===== config.mk =====
export PLATFORM = sky130hd
export DESIGN_NAME = multi_channel_watchdog
export DESIGN_NICKNAME = d
export VERILOG_FILES = /design/src/hw/rtl/mcw_pkg.sv /design/src/hw/rtl/multi_channel_watchdog.sv /design/src/hw/rtl/mcw_ctrl.sv /design/src/hw/rtl/mcw_dp.sv
export SDC_FILE = /design/constraint.sdc
export NUM_CORES = 1
export LEC_CHECK = 0
export ABC_AREA = 1
export CAP_MARGIN = 30
export CORE_AREA = 5 5 276 197
export CTS_CLUSTER_SIZE = 10
export DETAILED_ROUTE_END_ITERATION = 6
export DIE_AREA = 0 0 281 202
export DONT_BUFFER_PORTS = 1
export GPL_TIMING_DRIVEN = 0
export PLACE_DENSITY = 0.72
export SYNTH_ARGS = -nofsm -noshare
export SYNTH_HDL_FRONTEND = slang
export SYNTH_SLANG_ARGS = --single-unit

===== constraint.sdc =====
create_clock -name clk -period 12.25 [get_ports clk]
set_input_delay 0.6125 -clock clk [delete_from_list [all_inputs] [get_ports clk]]
set_output_delay 0.6125 -clock clk [all_outputs]
set_load 0.01 [all_outputs]

===== src/hw/rtl/mcw_pkg.sv =====
`default_nettype none
package mcw_pkg;

    localparam int NUM_CHANNELS = 8;
    localparam int NUM_SLOTS    = 8;
    localparam int SLOT_W       = 3;
    localparam int TIME_W       = 64;
    localparam int IVL_W        = 32;
    localparam int MASK_W       = 8;

    localparam logic [MASK_W-1:0] FULL_BYTE = 8'hFF;
    localparam logic [MASK_W-1:0] CHAN_MASK =
        MASK_W'(((MASK_W+1)'(1) << NUM_CHANNELS) - (MASK_W+1)'(1)) & FULL_BYTE;
    localparam logic [SLOT_W:0]   NUM_CH_V  = (SLOT_W+1)'(NUM_CHANNELS);
    localparam logic [SLOT_W-1:0] LAST_CH   = SLOT_W'(NUM_CHANNELS - 1);

    typedef enum logic [1:0] {
        CMD_ACQUIRE = 2'd0,
        CMD_RELEASE = 2'd1,
        CMD_KICK    = 2'd2,
        CMD_TICK    = 2'd3
    } mcw_op_t;

    typedef struct packed {
        logic [1:0]        cmd;
        logic [SLOT_W-1:0] slot;
        logic [IVL_W-1:0]  interval;
    } mcw_in_t;

    typedef struct packed {
        logic              granted;
        logic [SLOT_W-1:0] grant_slot;
        logic              none_free;
        logic              expired;
        logic [MASK_W-1:0] expired_mask;
    } mcw_out_t;

    typedef struct packed {
        logic load_in;
        logic exec;
        logic tick_start;
        logic scan_step;
        logic load_out;
    } mcw_cmd_t;

    typedef struct packed {
        logic is_tick;
        logic scan_last;
    } mcw_status_t;

endpackage
`default_nettype wire


===== src/hw/rtl/multi_channel_watchdog.sv =====
// Acquire, release and kick are decoded and executed, then raise their result word; a tick
// first advances time, then makes one deadline compare per channel in the scan state.
// A new word is not accepted until the result of the last one is in the output register;
// the per-channel scan goes through the single 64-bit comparator.
// Reset (rst_n low, asynchronous): all channels free and disarmed, time at zero,
// no result pending.
`default_nettype none
module multi_channel_watchdog
    import mcw_pkg::*;
(
    input  wire logic     clk,
    input  wire logic     rst_n,
    input  wire logic     item_valid,
    output logic          item_stall,
    input  wire mcw_in_t  item,
    output logic          result_valid,
    input  wire logic     result_stall,
    output mcw_out_t      result
);

    mcw_cmd_t    cmd;
    mcw_status_t status;

    mcw_ctrl u_ctrl (
        .clk          (clk),
        .rst_n        (rst_n),
        .item_valid   (item_valid),
        .item_stall   (item_stall),
        .result_valid (result_valid),
        .result_stall (result_stall),
        .status       (status),
        .cmd          (cmd)
    );

    mcw_dp u_dp (
        .clk    (clk),
        .rst_n  (rst_n),
        .item   (item),
        .cmd    (cmd),
        .status (status),
        .result (result)
    );

    a_no_overwrite: assert property (@(posedge clk) disable iff (!rst_n)
        cmd.load_out |-> (!result_valid || !result_stall))
        else $error("result word overwritten while pending");

    a_expired_flag: assert property (@(posedge clk) disable iff (!rst_n)
        result_valid |-> (result.expired == (result.expired_mask != '0)))
        else $error("expired flag disagrees with expiry mask");

    a_grant_excl: assert property (@(posedge clk) disable iff (!rst_n)
        result_valid |-> !(result.granted && result.none_free))
        else $error("grant and none_free both set");

    a_acq_no_expiry: assert property (@(posedge clk) disable iff (!rst_n)
        (result_valid && (result.granted || result.none_free)) |-> (result.expired_mask == '0))
        else $error("acquire result carries expiry bits");

endmodule
`default_nettype wire


===== src/hw/rtl/mcw_ctrl.sv =====
`default_nettype none
module mcw_ctrl
    import mcw_pkg::*;
(
    input  wire logic        clk,
    input  wire logic        rst_n,
    input  wire logic        item_valid,
    output logic             item_stall,
    output logic             result_valid,
    input  wire logic        result_stall,
    input  wire mcw_status_t status,
    output mcw_cmd_t         cmd
);

    typedef enum logic [1:0] {
        ST_IDLE,
        ST_DECODE,
        ST_SCAN,
        ST_DONE
    } state_t;

    state_t state_reg, state_next;
    logic   valid_reg, valid_next;

    always_comb
    begin
        state_next = state_reg;
        cmd        = '0;
        // drop the pending word once the sink takes it
        valid_next = valid_reg && result_stall;
        case (state_reg)
            ST_IDLE:
            begin
                if (item_valid)
                begin
                    cmd.load_in = 1'b1;
                    state_next  = ST_DECODE;
                end
            end
            ST_DECODE:
            begin
                if (status.is_tick)
                begin
                    cmd.tick_start = 1'b1;
                    state_next     = ST_SCAN;
                end
                else
                begin
                    cmd.exec   = 1'b1;
                    state_next = ST_DONE;
                end
            end
            ST_SCAN:
            begin
                cmd.scan_step = 1'b1;
                if (status.scan_last)
                begin
                    state_next = ST_DONE;
                end
            end
            ST_DONE:
            begin
                // hold the result until the output register is free
                if (!valid_reg || !result_stall)
                begin
                    cmd.load_out = 1'b1;
                    valid_next   = 1'b1;
                    state_next   = ST_IDLE;
                end
            end
            default:
            begin
                state_next = ST_IDLE;
            end
        endcase
    end

    always_ff @(posedge clk or negedge rst_n)
    begin
        if (!rst_n)
        begin
            state_reg <= ST_IDLE;
            valid_reg <= 1'b0;
        end
        else
        begin
            state_reg <= state_next;
            valid_reg <= valid_next;
        end
    end

    assign item_stall   = (state_reg != ST_IDLE);
    assign result_valid = valid_reg;

endmodule
`default_nettype wire


===== src/hw/rtl/mcw_dp.sv =====
`default_nettype none
module mcw_dp
    import mcw_pkg::*;
(
    input  wire logic     clk,
    input  wire logic     rst_n,
    input  wire mcw_in_t  item,
    input  wire mcw_cmd_t cmd,
    output mcw_status_t   status,
    output mcw_out_t      result
);

    mcw_in_t            item_reg;
    logic [TIME_W-1:0]  now_reg, now_next;
    logic [MASK_W-1:0]  alloc_reg, alloc_next;
    logic [MASK_W-1:0]  armed_reg, armed_next;
    logic [MASK_W-1:0]  live_reg, live_next;
    logic [SLOT_W-1:0]  idx_reg, idx_next;
    logic [TIME_W-1:0]  deadline_reg [NUM_SLOTS];
    mcw_out_t           res_reg, res_next;
    mcw_out_t           result_reg;

    logic [MASK_W-1:0]  free_mask;
    logic               found;
    logic [SLOT_W-1:0]  pick;
    logic               slot_ok;
    logic               kick_wr;
    logic [TIME_W-1:0]  kick_sum;

    // lowest free channel
    always_comb
    begin
        free_mask = ~alloc_reg & CHAN_MASK;
        found     = 1'b0;
        pick      = '0;
        for (int i = NUM_SLOTS - 1; i >= 0; i--)
        begin
            if (free_mask[i])
            begin
                found = 1'b1;
                pick  = SLOT_W'(i);
            end
        end
    end

    assign slot_ok  = ({1'b0, item_reg.slot} < NUM_CH_V);
    assign kick_wr  = cmd.exec && (item_reg.cmd == CMD_KICK) && slot_ok;
    assign kick_sum = now_reg + {{(TIME_W-IVL_W){1'b0}}, item_reg.interval};

    always_comb
    begin
        now_next   = now_reg;
        alloc_next = alloc_reg;
        armed_next = armed_reg;
        live_next  = live_reg;
        idx_next   = idx_reg;
        res_next   = res_reg;

        if (cmd.exec)
        begin
            res_next = '0;
            case (item_reg.cmd)
                CMD_ACQUIRE:
                begin
                    res_next.none_free = !found;
                    if (found)
                    begin
                        res_next.granted    = 1'b1;
                        res_next.grant_slot = pick;
                        alloc_next[pick]    = 1'b1;
                        armed_next[pick]    = 1'b0;
                    end
                end
                CMD_RELEASE:
                begin
                    if (slot_ok)
                    begin
                        alloc_next[item_reg.slot] = 1'b0;
                        armed_next[item_reg.slot] = 1'b0;
                    end
                end
                CMD_KICK:
                begin
                    if (slot_ok)
                    begin
                        armed_next[item_reg.slot] = 1'b1;
                    end
                end
                default:
                begin
                end
            endcase
        end

        if (cmd.tick_start)
        begin
            now_next  = now_reg + TIME_W'(1);
            res_next  = '0;
            idx_next  = '0;
            live_next = alloc_reg & armed_reg & CHAN_MASK;
        end

        // one channel compare per cycle against the advanced time
        if (cmd.scan_step)
        begin
            if (live_reg[idx_reg] && (now_reg > deadline_reg[idx_reg]))
            begin
                res_next.expired_mask[idx_reg] = 1'b1;
                res_next.expired               = 1'b1;
            end
            idx_next = idx_reg + SLOT_W'(1);
        end
    end

    always_ff @(posedge clk or negedge rst_n)
    begin
        if (!rst_n)
        begin
            now_reg   <= '0;
            alloc_reg <= '0;
            armed_reg <= '0;
            idx_reg   <= '0;
        end
        else
        begin
            now_reg   <= now_next;
            alloc_reg <= alloc_next;
            armed_reg <= armed_next;
            idx_reg   <= idx_next;
        end
    end

    always_ff @(posedge clk)
    begin
        res_reg  <= res_next;
        live_reg <= live_next;
        if (cmd.load_in)
        begin
            item_reg <= item;
        end
        if (kick_wr)
        begin
            deadline_reg[item_reg.slot] <= kick_sum;
        end
        if (cmd.load_out)
        begin
            result_reg <= res_reg;
        end
    end

    assign status.is_tick   = (item_reg.cmd == CMD_TICK);
    assign status.scan_last = (idx_reg == LAST_CH);
    assign result           = result_reg;

endmodule
`default_nettype wire

==> Word-level counts from Yosys, hierarchy flattened <==
Memory sizes are Yosys's and may differ from the RTL's.
Index checks and enable logic that the tools add are counted.
{ "op_classes": {"n_mux": 53, "order_cmp": 7, "n_addsub": 3, "eq_ne": 11, "reduce_logical": 19, "n_bitwise": 10} }
{ "op_table": {"columns": ["op", "n"], "rows": [
  ["$add A64 B1 Y64 const B", 1],
  ["$add A64 B32 Y64", 1],
  ["$gt A64 B64 Y1", 1],
  ["$mux W9", 4],
  ["$and A8 B8 Y8", 4],
  ["$mux W3", 10],
  ["$mux W1", 24],
  ["$not A8 Y8", 3],
  ["$or A8 B8 Y8", 3],
  ["$pmux W8 S3", 1],
  ["$mux W8", 2],
  ["$pmux W8 S2", 1],
  ["$lt A3 B4 Y1 const B", 3],
  ["$demux W1 S3", 3],
  ["$ge A3 B1 Y1 const B", 3],
  ["$reduce_and A3 Y1", 3],
  ["$eq A2 B2 Y1 const B", 4],
  ["$mux W2", 4],
  ["$pmux W2 S4", 1],
  ["$logic_and A1 B1 Y1", 6],
  ["$reduce_bool A2 Y1", 3],
  ["$mux W5", 1],
  ["$eq A2 B1 Y1 const B", 2],
  ["$logic_not A2 Y1", 2],
  ["other kinds (9)", 13]
]} }
{ "totals": {"inputBits": 41, "mem_count": 1, "mem_bits_rw": 512, "ff_bits": 159, "out_inout_bits": 16} }
{ "memory_table": {"columns": ["memory", "depth", "width", "read_ports", "rd_clocked_by_memory_dff", "wr", "line_no", "text"], "rows": [
  ["u_dp.deadline_reg", 8, 64, 1, 0, 1, "mcw_dp.sv:19", "logic [TIME_W-1:0] deadline_reg [NUM_SLOTS];"]
]} }

==> Logic depth before layout (Yosys ltp) <==
{ "depth": {"ltp_word": 17, "mapped_depth": 24} }

==> Cells and area by module <==
From an unflattened synthesis, not the netlist that was laid out.
{ "unflattened": {"cells_unflattened": 2928, "area_unflattened_um2": 31113.6} }
{ "by_module_without_submodules": {"columns": ["module", "area_each_um2", "n_inst", "cells_per_inst", "seq_area_each_um2"], "rows": [
  ["mcw_dp", 30833.3, 1, 2887, 19503.7],
  ["mcw_ctrl", 280.3, 1, 41, 75.1]
]} }

==> Least setup slack after synthesis <==
Ideal clock, no wire load.
{ "synth_path": {"path_kind": "register to register", "startpoint": "reg u_ctrl.state_reg[1]", "endpoint": "mem u_dp.deadline_reg[6][0] (enable)", "path_buffers": 0, "setup_time_ns": 0.648, "stages_incl_launch_ff": 5, "arrival_time_ns": 7.109, "slack_ns": 4.492, "synth_period_minus_slack_ns": 7.758, "cell_sequence": "dfrtp_1 > inv_1 > ha_1 > nand3_1 > nor4_1"} }
{ "synth_via": {"elab_chain_cells": 5} }
{ "synth_lines": {"columns": ["item", "line_no", "text"], "rows": [
  ["from (decl)", "mcw_ctrl.sv:22", "state_t state_reg, state_next;"],
  ["from (signal assigned)", "mcw_ctrl.sv:87", "state_reg <= state_next;"],
  ["$eq A2 B1 Y1", "mcw_ctrl.sv:31", "case (state_reg)"],
  ["$mux W2", "mcw_ctrl.sv:31", null],
  ["$logic_and A1 B1 Y1", "mcw_dp.sv:47", "assign kick_wr = cmd.exec && (item_reg.cmd == CMD_KICK) && slot_ok;"],
  ["$mux W1", "mcw_dp.sv:141", "if (kick_wr)"],
  ["$mux W1 (implied by the code)", "mcw_dp.sv:143", "deadline_reg[item_reg.slot] <= kick_sum;"],
  ["to (decl)", "mcw_dp.sv:19", null]
]} }
Every way passes these cells.

==> flow_results.org <==
** STA
- Post-Route Skew :: 0.0309 ns
- Unrepaired setup endpoints after global routing :: no
- Subtracting the final worst setup slack from the clock period gives 5.50 ns.
- Worst slew slack as a fraction of its limit :: 0.283
- The count of final hold-check violations came to 0.
- Static timing analysis puts the maximum clock frequency at 0.182 GHz.
- At the pin with the least slew margin, the transition time is 1.07 ns.
- Final setup fails :: 0
- Max Slew Vio Count :: 0
- Dividing the final minimum period by the clock period gives 0.449.

** Setup path
- Buffers & Inverters on Critical Path :: 2
- CP Launch Type :: register
- Sequence of cells on the critical path :: nor2_1 -> clkbuf_1 -> clkbuf_1 -> o21ai_0 -> o22ai_1 -> a21oi_1 -> o211a_1 -> ha_1 -> nand2_1 -> nor2_1 -> nand4_1 -> nor2_1 -> nand4_1 -> nor2_1 -> nor2_1 -> nand2_1 -> o21ai_0
- The worst setup path is captured at a register.
- STA puts the critical path data required time at 12.76 ns.
- The largest individual stage delay along the critical path comes from the cell sky130_fd_sc_hd__clkbuf_1.
- CP Class :: register to register
- Maximum net fanout on the critical path :: 10
- The cell family contributing the most delay on the critical path is simple AND/OR/NAND/NOR gates.
- The cell that appears most often on the critical path is sky130_fd_sc_hd__nor2_1.
- Data arrives at the worst endpoint at 6.01 ns.
- Worst stage delay on the critical path :: approximately 0.84 ns

** Synthesis
- Synth Area in Simple Gates :: 0.148
- Largest area contributor in the synthesized netlist :: sky130_fd_sc_hd__edfxtp_1
- Number of cells produced by synthesis :: roughly 2800
- Synth Area in Compound Gates :: 0.105
- Synth Warn # :: 0
- Of the total synthesized cell area, the portion taken by XOR and XNOR cells is 0.0269.
- Counting flops with an async set or reset pin after synthesis yields a share of 0.128.
- Yosys cell types :: 49
- For this run, the leading register cell type out of synthesis is sky130_fd_sc_hd__edfxtp_1.
- The share of synthesized area in the top cell type comes to 0.561.
- Top cells by area, synth :: sky130_fd_sc_hd__edfxtp_1 (56%), sky130_fd_sc_hd__dfrtp_1 (7.0%), sky130_fd_sc_hd__nand2_1 (5.6%), sky130_fd_sc_hd__nor2_1 (4.7%), sky130_fd_sc_hd__ha_1 (4.3%)
- Synthesized Nets :: 2932
- Adder-Cell Fraction of Synth Area :: 0.0432
- In this run the mean area of a mapped cell was 11.0 um2.
- Post-Syn Area :: 30600 um2
- Sequential element share of the synthesized area :: 0.640
- Main combinational cell family by area after synthesis :: simple AND/OR/NAND/NOR gates
- Share of cell area taken by muxes after synthesis :: 0
- Synthesis inferred 671 register bits.
- Yosys mapped a number of flops with a built-in enable equal to 571.

** Job
- Maximum Capacitance Violations :: 0

** Clocking
- The clock passes through at most 3 buffers.
- For the worst-skew pair, the clock arrives at the later sink with an insertion delay of 0.64 ns.
- Clock tree synthesis inserted a total of 77 buffers.
- Clock-pin slew was measured on the worst setup and hold paths at 0.06 ns.
- The tree is rooted in a sky130_fd_sc_hd__clkbuf_16.
- Clock sink count :: between 600 and 700
- Quantity of gates resized following cts :: 0
- The H-tree was split into 3 levels.
- TritonCTS clock tree :: yes
- Number of setup buffers added after CTS :: 0

** Floorplanning
- The initialized floorplan defines 70 standard-cell rows.
- Area inside the core boundary :: 51600 um2
- The die is approximately 280 um wide.
- The die covers 56800 um2.
- Initial core utilization :: 0.593
- The die is 202 um tall.
- 57 I/O pins were placed.

** Detailed routing
- In the final routed layout, each cell accounts on average for ~28 um.
- Post-route antenna net violation count :: 0
- Wires add up to 102000 um.
- Ratio of routed vias to standard cells :: 6.25
- Before antenna repair, the detailed router went through 6 iterations.
- DR DRC count :: 0
- In this run, the number of DRC markers left after iteration 0 of detailed routing was 3811.
- Across all layers, the routed design uses 22900 vias.

** Finish
- Ratio of cells with drive above 1 in the final layout :: 0.0605
- Area grow syn2layout :: 12.8%
- FILL cells :: 3811
- In the final layout, the multi-input gates occupy just under 10000 um2.
- After routing the design area is 34500 um2.
- After the last flow step, the layout net total stands at 3056.
- Commonest non-fill, non-tap cell in the layout :: sky130_fd_sc_hd__edfxtp_1
- Area of all sequential standard cells :: 19600 um2
- For this run, the number of standard cells in the final layout without fillers is 3659.
- The register with the most flip-flops in the layout has about 510 of them.
- Util after Layout :: 0.669
- In the layout the commonest cells are sky130_fd_sc_hd__edfxtp_1 (571), sky130_fd_sc_hd__nand2_1 (460), sky130_fd_sc_hd__nor2_1 (379).

** Global routing
- Global-route wire length before repair :: 146000 um
- Largest net degree at the start of global routing :: 87
- Vias in the first global route :: 21500
- In the global route stage, overall resource usage came out at 0.355.
- The initial antenna violation count was 5.
- The total overflow left after global routing is 0.

** Place
- Buffers placed on the I/O ports in this run total 0.
- The HPWL after detailed placement is 75800 um.
- The congestion estimate from routability-driven global placement came to 1.03.
- Post-Place Cells :: 3510
- Placed Instance Area :: about 32000 um2

** Run status
- Status :: complete, no violations

** Power
- Power spread over the standard cell area amounts to 199 nW/um2.
- The analysis attributes to cell leakage a power of 12.6 nW.
- Across the VDD grid, the largest voltage drop is between 0.0001 and 0.00015 V.

** Min path
- Hold crit path type :: input port to register
[logic make-up (layout without fill, tap and decap cells)]
group	Yosys count	in the layout
simple gates	1071	1071
fa+ha+maj	105	105
xor+xnor	94	94
other cells	0	1
compound gates	555	555
flops	671	671
buf+inv	290	478
[worst reg2reg max path: stages, from the launching register on]
cell	delay (ns)
sky130_fd_sc_hd__dfrtp_1	0.44
sky130_fd_sc_hd__nor2_1	0.73
sky130_fd_sc_hd__clkbuf_1	0.65
sky130_fd_sc_hd__clkbuf_1	0.85
sky130_fd_sc_hd__o21ai_0	0.29
sky130_fd_sc_hd__o22ai_1	0.23
sky130_fd_sc_hd__a21oi_1	0.09
sky130_fd_sc_hd__o211a_1	0.13
sky130_fd_sc_hd__ha_1	0.30
sky130_fd_sc_hd__nand2_1	0.06
sky130_fd_sc_hd__nor2_1	0.14
sky130_fd_sc_hd__nand4_1	0.15
sky130_fd_sc_hd__nor2_1	0.32
sky130_fd_sc_hd__nand4_1	0.30
sky130_fd_sc_hd__nor2_1	0.30
sky130_fd_sc_hd__nor2_1	0.11
sky130_fd_sc_hd__nand2_1	0.18
sky130_fd_sc_hd__o21ai_0	0.10
[area by class of cell]
type | count | area share
clock inverter | 9 | 0.00450
clock buffer | 134 | 0.0624
timing repair buffer | 45 | 0.0200
sequential | 671 | 0.568
buffer | 85 | 0.00987
antenna | 1 | 0.0000726
tap | 684 | 0.0248
inverter | 205 | 0.0223
multi-input combinational | 1825 | 0.288
[where the power goes]
group	leakage (nW)	switching, mW	total (mW)	internal (mW)
clock	1.08	0.921	2.12	1.20
combinational	5.59	1.51	2.03	0.519
sequential	5.93	0.0659	2.71	2.64
[final timing paths]
| path | start | endpoint | slack (ns) | cells after the start |
|---|---|---|---|---|
| max | u_dp.idx_reg[1] | u_dp.res_reg[8] | 6.75 | 17 |
| min | item[13] | u_dp.item_reg[13] | 0.07 | 0 |
| max reg2reg | u_dp.idx_reg[1] | u_dp.res_reg[8] | 6.75 | 17 |
| min reg2reg | u_dp.res_reg[3] | u_dp.result[3] | 0.43 | 0 |
| max in group asynchronous | rst_n | u_dp.now_reg[10] | 11.15 | 2 |
| min in group asynchronous | rst_n | u_dp.now_reg[63] | 0.57 | 2 |
[cells in the mapped netlist, types with 2 or more instances]
master,number
sky130_fd_sc_hd__edfxtp_1,571
sky130_fd_sc_hd__nand2_1,460
sky130_fd_sc_hd__nor2_1,386
sky130_fd_sc_hd__o21ai_0,255
sky130_fd_sc_hd__inv_1,205
sky130_fd_sc_hd__a21oi_1,135
sky130_fd_sc_hd__ha_1,104
sky130_fd_sc_hd__dfrtp_1,86
sky130_fd_sc_hd__nand3_1,83
sky130_fd_sc_hd__xor2_1,78
sky130_fd_sc_hd__nor3_1,67
sky130_fd_sc_hd__clkbuf_1,66
sky130_fd_sc_hd__o22ai_1,63
sky130_fd_sc_hd__o211a_1,34
sky130_fd_sc_hd__nand4_1,30
sky130_fd_sc_hd__a211o_1,17
sky130_fd_sc_hd__xnor2_1,16
sky130_fd_sc_hd__dfxtp_1,14
sky130_fd_sc_hd__a211oi_1,13
sky130_fd_sc_hd__buf_2,11
sky130_fd_sc_hd__nor4_1,10
sky130_fd_sc_hd__o21bai_1,9
sky130_fd_sc_hd__buf_1,7
sky130_fd_sc_hd__nor2_4,7
sky130_fd_sc_hd__o31ai_1,7
sky130_fd_sc_hd__nor2_2,6
sky130_fd_sc_hd__a21boi_0,5
sky130_fd_sc_hd__a21o_1,4
sky130_fd_sc_hd__nand3_2,4
sky130_fd_sc_hd__o21a_1,4
sky130_fd_sc_hd__a31oi_1,3
sky130_fd_sc_hd__and3_1,3
sky130_fd_sc_hd__nand2_2,3
sky130_fd_sc_hd__a22o_1,2
sky130_fd_sc_hd__nand2_4,2
sky130_fd_sc_hd__nor2_8,2
sky130_fd_sc_hd__o221ai_1,2
[what timing repair did]
action | CTS | global route
endpoints found under the hold margin | 86 | 0
setup endpoints to repair | 0 | 0
hold buffers | 2 | 0
[metal layers]
layer / routed length, um / global-route usage / part of all wire / vias to the layer above
li1: - / - / - / 10100
met1: 43200 / 0.552 / 0.43 / 11100
met2: 42700 / 0.494 / 0.42 / 1547
met3: 12200 / 0.0878 / 0.12 / 184
met4: 3430 / 0.116 / 0.034 / 2
met5: 13 / 0 / 0.00013 / -
[per-stage QoR]
step	hold slack (ns)	setup TNS (ns)	total power, mW	worst slack, ns
after floorplan	0.317	0	3.80	4.49
after global placement	0.329	-152.32	4.61	-2.37
after detailed placement	0.325	0	4.69	6.97
after CTS	0.0357	0	6.81	6.92
after global routing	0.0459	0	7.11	6.69
final	0.0671	0	6.86	6.75
No activity file was read; power rests on OpenSTA's default activity.
